--- src/sv/rpfc_pkg.sv ---
`timescale 1ns / 1ps
`default_nettype none

package rpfc_pkg;

   typedef enum logic [2:0] {
      FMT_RGB565,
      FMT_RGB565_SW,
      FMT_BGR565,
      FMT_BGR565_SW,
      FMT_RGB888,
      FMT_GRAY8,
      FMT_MONO,
      FMT_MONO_ALT
   } fmt_type;

   typedef enum logic [1:0] {
      GM_LUMA,
      GM_AVERAGE,
      GM_EXACT_BLACK,
      GM_LUMA_ALT
   } gray_mode_type;

   localparam logic CSR_PIXEL_FORMAT = 1'b0;
   localparam logic CSR_GRAY_MODE    = 1'b1;

   localparam logic [17:0] LUMA_R = 18'd299;
   localparam logic [17:0] LUMA_G = 18'd587;
   localparam logic [17:0] LUMA_B = 18'd114;

   // Truncating division by 1000 and by 3 through a reciprocal multiply.
   localparam logic [18:0] LUMA_RECIP = 19'd268436;
   localparam int          LUMA_SHIFT = 28;
   localparam logic [10:0] AVG_RECIP  = 11'd1366;
   localparam int          AVG_SHIFT  = 12;

   typedef struct packed {
      logic [17:0] prod_r;
      logic [17:0] prod_g;
      logic [17:0] prod_b;
      logic [9:0]  sum3;
      logic        average;
   } gray_terms_type;

   typedef struct packed {
      logic        use_gray;
      logic        mono;
      logic        exact;
      logic        nonzero;
      logic [23:0] direct;
   } ctl_type;

   function automatic logic [15:0] swap16(input logic [15:0] v);
      return {v[7:0], v[15:8]};
   endfunction

   function automatic logic [15:0] exchange_rb(input logic [15:0] v);
      return {v[4:0], v[10:5], v[15:11]};
   endfunction

   function automatic logic [15:0] pack565(input logic [7:0] r8, input logic [7:0] g8,
                                           input logic [7:0] b8);
      return {r8[7:3], g8[7:2], b8[7:3]};
   endfunction

endpackage

`default_nettype wire

--- src/sv/rpfc_front.sv ---
`timescale 1ns / 1ps
`default_nettype none

module rpfc_front
   import rpfc_pkg::*;
(
   input  wire logic           kind,
   input  wire logic [23:0]    pixel_value,
   input  wire fmt_type        fmt,
   input  wire gray_mode_type  gmode,
   output ctl_type             ctl,
   output gray_terms_type      terms
);

   logic [15:0] v16;
   logic [7:0]  r8;
   logic [7:0]  g8;
   logic [7:0]  b8;
   logic        gray_fmt;
   logic        mono_fmt;

   assign v16 = pixel_value[15:0];
   assign r8  = {v16[15:11], v16[15:13]};
   assign g8  = {v16[10:5], v16[10:9]};
   assign b8  = {v16[4:0], v16[4:2]};

   assign mono_fmt = (fmt == FMT_MONO) || (fmt == FMT_MONO_ALT);
   assign gray_fmt = mono_fmt || (fmt == FMT_GRAY8);

   always_comb begin
      ctl.use_gray = !kind && gray_fmt;
      ctl.mono     = mono_fmt;
      ctl.exact    = (gmode == GM_EXACT_BLACK);
      ctl.nonzero  = (v16 != 16'h0000);
      ctl.direct   = '0;
      if (!kind) begin
         unique case (fmt)
            FMT_RGB565:    ctl.direct = {8'h00, v16};
            FMT_RGB565_SW: ctl.direct = {8'h00, swap16(v16)};
            FMT_BGR565:    ctl.direct = {8'h00, exchange_rb(v16)};
            FMT_BGR565_SW: ctl.direct = {8'h00, swap16(exchange_rb(v16))};
            FMT_RGB888:    ctl.direct = {r8, g8, b8};
            default:       ctl.direct = '0;
         endcase
      end else begin
         unique case (fmt)
            FMT_RGB565:    ctl.direct = {8'h00, v16};
            FMT_RGB565_SW: ctl.direct = {8'h00, swap16(v16)};
            FMT_BGR565:    ctl.direct = {8'h00, exchange_rb(v16)};
            FMT_BGR565_SW: ctl.direct = {8'h00, exchange_rb(swap16(v16))};
            FMT_RGB888:    ctl.direct = {8'h00, pack565(pixel_value[23:16],
                                                         pixel_value[15:8],
                                                         pixel_value[7:0])};
            FMT_GRAY8:     ctl.direct = {8'h00, pack565(pixel_value[7:0], pixel_value[7:0],
                                                         pixel_value[7:0])};
            default:       ctl.direct = pixel_value[0] ? 24'h00FFFF : 24'h000000;
         endcase
      end
   end

   always_comb begin
      terms.prod_r  = 18'(r8) * LUMA_R;
      terms.prod_g  = 18'(g8) * LUMA_G;
      terms.prod_b  = 18'(b8) * LUMA_B;
      terms.sum3    = 10'(r8) + 10'(g8) + 10'(b8);
      terms.average = (gmode == GM_AVERAGE);
   end

endmodule

`default_nettype wire

--- src/sv/rpfc_gray.sv ---
`timescale 1ns / 1ps
`default_nettype none

module rpfc_gray
   import rpfc_pkg::*;
(
   input  wire logic            clock,
   input  wire logic            sum_en,
   input  wire logic            div_en,
   input  wire gray_terms_type  terms,
   output logic [7:0]           gray
);

   logic [17:0] luma_ff;
   logic [17:0] luma_in;
   logic [9:0]  sum3_ff;
   logic        average_ff;
   logic [7:0]  gray_ff;
   logic [7:0]  gray_in;
   logic [36:0] luma_prod;
   logic [20:0] avg_prod;

   assign luma_in = terms.prod_r + terms.prod_g + terms.prod_b;

   assign luma_prod = 37'(luma_ff) * 37'(LUMA_RECIP);
   assign avg_prod  = 21'(sum3_ff) * 21'(AVG_RECIP);
   assign gray_in   = average_ff ? avg_prod[AVG_SHIFT +: 8] : luma_prod[LUMA_SHIFT +: 8];

   always_ff @(posedge clock) begin
      if (sum_en) begin
         luma_ff    <= luma_in;
         sum3_ff    <= terms.sum3;
         average_ff <= terms.average;
      end
      if (div_en) begin
         gray_ff <= gray_in;
      end
   end

   assign gray = gray_ff;

endmodule

`default_nettype wire

--- src/sv/rgb565_pixel_format_codec.sv ---
// Throughput: one request per cycle; four register stages (format and products,
// luma sum, reciprocal multiply, output) each advance whenever the stage after is free.
// Reset: synchronous and active high; clears all stage valid bits and returns
// pixel_format and gray_mode to zero.
`timescale 1ns / 1ps
`default_nettype none

module rgb565_pixel_format_codec
   import rpfc_pkg::*;
(
   input  wire logic        clock,
   input  wire logic        reset,
   input  wire logic        req_valid,
   output logic             req_ready,
   input  wire logic        req_kind,
   input  wire logic [23:0] req_pixel_value,
   output logic             rsp_valid,
   input  wire logic        rsp_ready,
   output logic [23:0]      rsp_result_value,
   input  wire logic        csr_wr_en,
   input  wire logic        csr_index,
   input  wire logic [2:0]  csr_wdata
);

   fmt_type        fmt_ff;
   gray_mode_type  gmode_ff;

   logic           valid_a_ff;
   logic           valid_b_ff;
   logic           valid_c_ff;
   logic           valid_o_ff;
   logic           en_a;
   logic           en_b;
   logic           en_c;
   logic           en_o;

   ctl_type        ctl_in;
   ctl_type        ctl_a_ff;
   ctl_type        ctl_b_ff;
   ctl_type        ctl_c_ff;
   gray_terms_type terms_in;
   gray_terms_type terms_a_ff;
   logic [7:0]     gray;
   logic [23:0]    result_ff;
   logic [23:0]    result_in;

   assign en_o = !valid_o_ff || rsp_ready;
   assign en_c = !valid_c_ff || en_o;
   assign en_b = !valid_b_ff || en_c;
   assign en_a = !valid_a_ff || en_b;
   assign req_ready = en_a;

   rpfc_front u_front (
      .kind        (req_kind),
      .pixel_value (req_pixel_value),
      .fmt         (fmt_ff),
      .gmode       (gmode_ff),
      .ctl         (ctl_in),
      .terms       (terms_in)
   );

   rpfc_gray u_gray (
      .clock  (clock),
      .sum_en (en_b),
      .div_en (en_c),
      .terms  (terms_a_ff),
      .gray   (gray)
   );

   always_comb begin
      if (!ctl_c_ff.use_gray) begin
         result_in = ctl_c_ff.direct;
      end else if (ctl_c_ff.mono) begin
         result_in = {23'd0, ctl_c_ff.exact ? ctl_c_ff.nonzero : gray[7]};
      end else begin
         result_in = {16'd0, gray};
      end
   end

   always_ff @(posedge clock) begin
      if (reset) begin
         fmt_ff     <= FMT_RGB565;
         gmode_ff   <= GM_LUMA;
         valid_a_ff <= 1'b0;
         valid_b_ff <= 1'b0;
         valid_c_ff <= 1'b0;
         valid_o_ff <= 1'b0;
      end else begin
         if (csr_wr_en) begin
            unique case (csr_index)
               CSR_PIXEL_FORMAT: fmt_ff   <= fmt_type'(csr_wdata);
               CSR_GRAY_MODE:    gmode_ff <= gray_mode_type'(csr_wdata[1:0]);
               default:          fmt_ff   <= fmt_ff;
            endcase
         end
         if (en_a) valid_a_ff <= req_valid;
         if (en_b) valid_b_ff <= valid_a_ff;
         if (en_c) valid_c_ff <= valid_b_ff;
         if (en_o) valid_o_ff <= valid_c_ff;
      end
   end

   always_ff @(posedge clock) begin
      if (en_a) begin
         ctl_a_ff   <= ctl_in;
         terms_a_ff <= terms_in;
      end
      if (en_b) ctl_b_ff <= ctl_a_ff;
      if (en_c) ctl_c_ff <= ctl_b_ff;
      if (en_o) result_ff <= result_in;
   end

   assign rsp_valid        = valid_o_ff;
   assign rsp_result_value = result_ff;

endmodule

`default_nettype wire

--- config.mk ---
export PLATFORM = sky130hd
export DESIGN_NAME = rgb565_pixel_format_codec
export DESIGN_NICKNAME = d
export VERILOG_FILES = /design/src/sv/rpfc_pkg.sv /design/src/sv/rpfc_front.sv /design/src/sv/rpfc_gray.sv /design/src/sv/rgb565_pixel_format_codec.sv
export SDC_FILE = /design/constraint.sdc
export NUM_CORES = 1
export LEC_CHECK = 0
export BUFFER_PORTS_ARGS = -buffer_cell sky130_fd_sc_hd__buf_2
export CORE_ASPECT_RATIO = 0.6
export CORE_UTILIZATION = 59
export DETAILED_ROUTE_END_ITERATION = 10
export PLACE_DENSITY = 0.84
export RECOVER_POWER = 100
export SLEW_MARGIN = 20
export SYNTH_ARGS = -nofsm -noshare
export SYNTH_HDL_FRONTEND = slang
export SYNTH_SLANG_ARGS = --single-unit
--- constraint.sdc ---
create_clock -name clock -period 10.2 [get_ports clock]
set_clock_uncertainty 0.05 [all_clocks]
set_input_delay 2.55 -clock clock [delete_from_list [all_inputs] [get_ports clock]]
set_output_delay 2.55 -clock clock [all_outputs]
set_load 0.03 [all_outputs]
==> results of run 1 <==
==> metal layers <==
metal  up-vias  share of wire [%]  track usage [%]
met5         -                  0                0
met3        77                9.2            6.203
met1      5598                 45            35.35
met2       443                 44            39.44
met4         0                2.2            6.274
li1       5486                  -                -
==> layout make-up <==
cell class                 count  area, um2  area share, %
multi-input combinational   1049      10400          55.37
inverter                     257      965.9          5.143
clock inverter                13      132.6         0.7061
tap                          400      500.5          2.665
clock buffer                  23      531.8          2.831
sequential                   202       5976          31.82
timing repair buffer          63      275.3          1.466
==> worst paths after layout <==
check	start	endpoint	cells after the start
max	req_pixel_value[9]	terms_a_ff[46]	15
min	terms_a_ff[1]	u_gray.sum3_ff[0]	0
max reg2reg	u_gray.luma_ff[6]	u_gray.gray[7]	19
min reg2reg	terms_a_ff[1]	u_gray.sum3_ff[0]	0
==> flip-flops by register name, indices dropped and copies added (netlist names), 2 cells and up <==
| signal | count |
|---|---|
| ctl_b_ff | 25 |
| u_gray.gray | 8 |
| ctl_c_ff | 25 |
| gmode_ff | 2 |
| ctl_a_ff | 25 |
| fmt_ff | 3 |
| rsp_result_value | 21 |
| u_gray.sum3_ff | 10 |
| terms_a_ff | 60 |
| u_gray.luma_ff | 18 |
==> layout by cell type (no fill, tap or decap), types with 15 or more instances in the layout <==
cell type and instances:
a21o_1 24, a21oi_1 86, buf_2 22, clkbuf_1 39, clkbuf_16 20, edfxtp_1 193
fa_1 115, ha_1 358, inv_1 256, mux2i_1 17, nand2_1 53, nor2_1 65
nor2b_1 30, nor3_1 15, o21ai_0 37, o21bai_1 21, xnor2_1 57, xor2_1 20
==> stage by stage <==
stage	hold WS [ns]	util, %	setup WS [ns]	area (um2)
after detailed placement	0.3545	62.89	3.339	18210
after CTS	0.3654	65.18	3.860	18870
after global placement	0.3511	62.89	3.459	18210
final	0.3613	64.88	3.189	18780
after floorplan	0.3503	-	2.784	17510
after global routing	0.3759	64.88	3.044	18780
==> worst max-delay path: cells and delay by family <==
kind	cells	cell delay [ns]
buffers and inverters	4	1.22
AO/OA/AOI/OAI	6	1.13
adder cells (fa/ha/maj)	5	2.30
==> Yosys cell counts, types with 20 or more instances <==
master,n
a21oi_1,85
inv_1,257
xnor2_1,57
ha_1,358
clkbuf_1,27
o21ai_0,35
xor2_1,20
nor2_1,65
o21bai_1,21
nor2b_1,30
edfxtp_1,193
fa_1,115
nand2_1,53
a21o_1,24
==> cells by family after synthesis <==
family / Yosys count
simple gates: 223
fa+ha+maj: 473
mux: 18
xor+xnor: 77
flops: 202
buf+inv: 293
compound gates: 258
==> results.md, run 1 <==
- Buffers added to address setup during post-CTS repair amount to 0.
- The max-slew violation count is 207.
- The largest family of logic cells by synthesized area is adder cells.
- The via count of the first global-routing pass is 11712.
- The total of cells resized after clock tree synthesis is 0.
- Adding up every negative setup slack in the final design gives 0 ns.
- The detailed-routing iteration count for the pre-antenna-repair pass is 7.
- The worst path uses 68.74% of the clock period.
- The global-route congestion overflow total is 0.
- Setup repair after global routing left no endpoint under its margin.
- The number of cell rows is 48.
- After clock tree synthesis, the clock-pin slew on the worst setup and hold paths is 0.08 ns.
- Summing the areas of all fa, ha and maj instances in the mapped netlist gives 38.72% of the synthesized area.
- Yosys printed 0 warnings.
- Multiplexer cells account for 1.036% of the synthesized area.
- The flow ran to the end, but the final reports show violations.
- Summing every instance area after synthesis gives 17510 um2.
- Of all cell types, the one taking the most synthesized area is edfxtp_1.
- Once the floorplan was initialized, standard cells occupied 60.50% of the core.
- Walking the worst path, the cells encountered are clkbuf_1 > ha_1 > inv_1 > fa_1 > fa_1 > inv_1 > fa_1 > ha_1 > inv_1 > o21bai_1 > a21oi_1 > o21ai_0 > a21o_1 > a21oi_1 > o21ai_0.
- The xor-xnor portion of the synthesized cell area is 3.851%.
- The slew of the pin with the lowest slew margin is 4.194 ns.
- The initial antenna violation count came to 0.
- For this run, the register share of the synthesized area comes to 34.12%.
- The clock tree root buffer cell is clkbuf_16.
- Summing the areas of all and, or, nand and nor instances in the mapped netlist gives 6.108% of the synthesized area.
- The full die area is 30400 um2.
- The maximum fanout along the worst path is 19.
- By startpoint and endpoint, the worst setup path is classified as primary input to flop.
- After the last flow step, the layout net total stands at 2100.
- The achievable frequency is 142.6 MHz.
- The number of synthesized flops with an enable pin is 193.
- Averaged over all synthesized cells, the footprint is 11.34 um2.
- For this run, design rule violations remaining after detail routing come to 0.
- The number of H-tree branching levels is 1.
- The first-pass GRT wire length is 59.66 mm.
- On the worst path, the slowest cell contributes a delay of 0.96 ns.
- The congestion estimate from routability-driven global placement came to 0.9236.
- The cell with the largest stage delay on the worst path is clkbuf_1.
- The number of hold-slack violations in the final timing report is 0.
- After filler insertion, the fill cell instance count of the layout stands at 2166.
- The finished layout holds 2007 standard cells, fillers aside.
- In this run the worst hold path is classified as flop to flop.
- The portion of synthesized cell area occupied by the leading cell type is 33.09%.
- The vertical die dimension is 135.5 um.
- Detailed routing inserted a total of 11604 vias.
- Counting I/O delays and the setup requirement, the final critical path takes 7.011 ns.
- The clock tree from TritonCTS is yes.
- The critical path arrival is 7.20 ns.
- The worst setup path is captured at a flop.
- STA classifies the critical path startpoint as a primary input.
- The clock tree buffer depth is 3.
- At the worst endpoint, the required time is 10.39 ns.
- The count of endpoints failing setup in the final report is 0.
- The number of buffers added on ports is 56.
- Of the cells placed in the final design, the portion with a size suffix greater than 1 is 4.356%.
- The number of flip-flops and latches in the synthesized netlist is 202.
- In this run, the number of DRC markers left after iteration 0 of detailed routing was 1147.
- The core outline area is 28950 um2.
- In this run the horizontal extent of the chip is 224.4 um.
- In the synthesized netlist, the number of instances is 1544.
- The ratio of routed vias to standard cells is 5.782.
- Ranked by total cell area, the synthesized netlist is headed by edfxtp_1 33%, ha_1 26%, fa_1 13%.
- Synthesis produced a netlist with a net count of 2051.
- The share of synthesized registers carrying an async set or reset is 0%.
- Measured against its own limit, the worst slew margin works out to -179.6%.
- The HPWL after detailed placement is 29.28 mm.
- Wires add up to 37.68 mm.
- The detail route stage leaves a number of antenna-violating nets equal to 0.
- After detailed routing, the average wire length per cell comes to 18.77 um.
- The number of antenna diodes is 0.
- The global-route usage over all layers is 25.21%.
- The sink count of the clock tree is 202.
- The complex-gate fraction of the synthesized area is 9.801%.
- The total CTS buffers is 20.
- The later pin in the worst-skew pair is clocked with a latency of 0.51 ns.
- The layout-stage area growth over the synthesis result is 7.237%.
- The pin count of the biggest net entering global routing is 78.
- The netlist uses 67 different library cells.
- Max-cap violations in this run came to 5.
- The count of hold-fix buffers inserted at cts is 0.
- The minimum setup slack among reg-to-reg paths is 4.32 ns.
- After detailed placement, the design holds a cell count of 1971.
- The checks that failed: max-capacitance violations, max-slew violations.
- The most common flop cell mapped by yosys is edfxtp_1.
- The number of I/O pins is 60.
Power of run 1 is left out: the tool's default activity adds up to more than one toggle a clock period on the data nets, which glitch-free logic cannot reach.
==> inputs of run 2 (changes only) <==
--- a/config.mk
+++ b/config.mk
@@ -7,9 +7,9 @@
 export LEC_CHECK = 0
 export BUFFER_PORTS_ARGS = -buffer_cell sky130_fd_sc_hd__buf_2
 export CORE_ASPECT_RATIO = 0.6
-export CORE_UTILIZATION = 59
+export CORE_UTILIZATION = 58
 export DETAILED_ROUTE_END_ITERATION = 10
-export PLACE_DENSITY = 0.84
+export PLACE_DENSITY = 0.86
 export RECOVER_POWER = 100
 export SLEW_MARGIN = 20
 export SYNTH_ARGS = -nofsm -noshare
==> constraint.sdc (replaced) <==
create_clock -name clock -period 6.2 [get_ports clock]
set_clock_uncertainty 0.05 [all_clocks]
set_input_delay 1.55 -clock clock [delete_from_list [all_inputs] [get_ports clock]]
set_output_delay 1.55 -clock clock [all_outputs]
set_load 0.03 [all_outputs]
==> results.md, run 2 (synthesis gave the netlist of run 1 again) <==
- The flow ran to the end, but the final reports show violations.
- The final reports fail on max-capacitance violations, max-slew violations.
- The final clock period utilization by the worst path is 92.21%.
- The layout-stage area growth over the synthesis result is 7.323%.
- The count of hold-fix buffers inserted at cts is 0.
- The initialized floorplan defines 48 standard-cell rows.
- Setup repair after global routing left no endpoint under its margin.
- In the layout the commonest cells are 358 x ha_1, 256 x inv_1, 193 x edfxtp_1, 115 x fa_1, 86 x a21oi_1.
- The ratio of routed vias to standard cells is 5.919.
- The most critical setup path has its endpoint at terms_a_ff[63].
- The clock latency of the later-clocked register in the worst-skew pair is 0.51 ns.
- In this run the worst setup path begins at req_pixel_value[14].
- The post-route antenna net violation count is 0.
- The post-place setup slack is 0.5554 ns.
- The detailed-routing iteration count for the pre-antenna-repair pass is 6.
- The number of nets in the final layout is 2109.
- The number of cells on the worst reg-to-reg path is 19.
- The via total after detailed routing is 11933.
- The layout has 2165 filler cells.
- The kind of cell adding the most delay to the critical path is adder cells.
- The tightest min-delay check is of the flop to flop type.
- The width of the die is 226.3 um.
- The kind of start point of the critical path is a primary input.
- The maximum fanout along the worst path is 16.
- The clock input transition at the sequential cells of the worst setup and hold paths is 0.07 ns.
- After routing the design area is 18800 um2.
- The number of H-tree branching levels is 1.
- After floorplanning, the core was sized to cover 29190 um2.
- The clock passes through at most 3 buffers.
- The via count of the first global-routing pass is 12023.
- For the worst setup path, the data required time is 6.42 ns.
- Entering global routing, the biggest net connects 76 pins.
- The placed wire-length estimate is 30.87 mm.
- The critical path contains buffers and inverters numbering 4 combined.
- The register with the most flip-flops in the final layout is terms_a_ff.
- The category of the worst setup path capture point is a flop.
- For this run, the top clock speed supported by timing is 174.9 MHz.
- The routed design has 39.86 mm of wire.
- The vertical die dimension is 136.6 um.
- The clock tree root buffer cell is clkbuf_16.
- Global routing consumed, over all layers together, 26.57% of the routing resources.
- Data on the critical path arrives at its endpoint at 5.94 ns.
- For the pin with the worst max-slew slack, the measured transition is 2.498 ns.
- The worst pin sits at a relative slew slack of -67.46%.
- After the first detailed-routing iteration, the DRC count stood at 1267.
- The library cell used most frequently in the layout, excluding fill and tap cells, is ha_1.
- The setup slack after layout is 0.4830 ns.
- In this run the most critical hold path is launched from ctl_a_ff[12].
- Post-CTS repair changed the size of 0 cells.
- The aggregate negative setup slack is 0 ns.
- The global placer's final weighted congestion is 0.9530.
- The critical path goes through clkbuf_1 > ha_1 > ha_1 > inv_1 > fa_1 > fa_1 > inv_1 > ha_1 > inv_1 > o21bai_1 > a21oi_1 > o21bai_1 > a41o_1 > o41a_1 > a31o_1.
- The count of buffers added by post-CTS timing repair for setup is 0.
- The critical path runs through a total of 15 cells.
- The endpoint identified for the worst register-to-register timing path is u_gray.gray[5].
- For this configuration, the core starts out at a cell density of 60.01%.
- The number of I/O pins is 60.
- The initial antenna violation count is 1.
- The number of buffers added on ports is 56.
- The startpoint identified for the worst register-to-register timing path is u_gray.luma_ff[7].
- The floorplan step defined a die boundary enclosing 30920 um2.
- The flip-flop count of the largest register, all copies and words added is 60.
- Max-cap violations in this run came to 4.
- For this run the aggregate overflow at the end of global routing stands at 0.
- Buffers inserted during clock tree synthesis total 19.
- The critical path is of the primary input to flop type.
- The average wire per standard cell is 19.77 um.
- The cell with the largest stage delay on the worst path is clkbuf_1.
- The fraction of layout cells with a size suffix above 1 is 4.768%.
- The count of endpoints failing setup in the final report is 0.
- The final period demand of the worst path is 5.717 ns.
- The placement-stage cell area is 18280 um2.
- In the routed design, unresolved DRC markers number 0.
- The sink count of the clock tree is 202.
- In this run the register-to-register setup slack is 0.59 ns.
- The first global-routing pass estimated 63.21 mm of wire.
- The clock tree from TritonCTS is yes.
- The largest single stage delay on the critical path is 0.80 ns.
- The max-slew violation count is 205.
- The number of hold-slack violations in the final timing report is 0.
run 2: cell count changes in the layout (fill, tap and decap cells not counted), moves of 2 or more:
cell	change
clkinv_4	-2
clkbuf_1	+2
clkinvlp_4	+3
buf_4	+6
clkbuf_8	-2
run 2: stage by stage:
stage | std cells | hold WS, ns | utilization (%)
final | 2016 | 0.3655 | 64.40
after floorplan | 1544 | 0.3503 | -
after global placement | 1981 | 0.3519 | 62.63
after CTS | 2015 | 0.3702 | 64.69
after global routing | 2015 | 0.3716 | 64.39
after detailed placement | 1981 | 0.3545 | 62.63
run 2: per-layer routing:
metal | vias to the layer above | track usage [%] | share of wire, %
li1 | 5510 | - | -
met1 | 5831 | 38.05 | 45
met2 | 523 | 42.11 | 44
met3 | 69 | 5.174 | 9.0
met4 | 0 | 5.443 | 2.1
met5 | - | 0 | 0
run 2: how the worst min path moves through the flow:
| stage | endpoint | slack, ns | cells past startpoint |
|---|---|---|---|
| final | ctl_b_ff[12] | 0.37 | 0 |
| after global routing | ctl_b_ff[12] | 0.37 | 0 |
| after CTS | ctl_b_ff[19] | 0.37 | 0 |
| after detailed placement | ctl_b_ff[19] | 0.35 | 0 |
| after global placement | ctl_c_ff[14] | 0.35 | 0 |
| after floorplan | ctl_b_ff[0] | 0.35 | 0 |
run 2: worst reg2reg max path, stage by stage (launching register included):
cell and delay (ns):
edfxtp_1 0.55, ha_1 0.35, ha_1 0.23, fa_1 0.53, inv_1 0.05, fa_1 0.47
inv_1 0.05, fa_1 0.53, inv_1 0.06, fa_1 0.52, inv_1 0.04, ha_1 0.29
nand4_1 0.19, nor2_1 0.15, nand2_1 0.10, a41o_1 0.30, a31oi_2 0.38, a41oi_1 0.19
xor2_1 0.16, o21ai_0 0.23
run 2: cell type report:
cell class	instances	area, um2	area share [%]
inverters	257	965.9	5.139
diodes	1	2.502	0.01331
repair buffers	73	337.8	1.797
well taps	400	500.5	2.663
clock buffers	20	479.2	2.549
flip-flops and latches	202	5976	31.79
multi-input cells	1049	10410	55.40
clock inverters	14	121.4	0.6457
Power of run 2 is left out for the same reason.
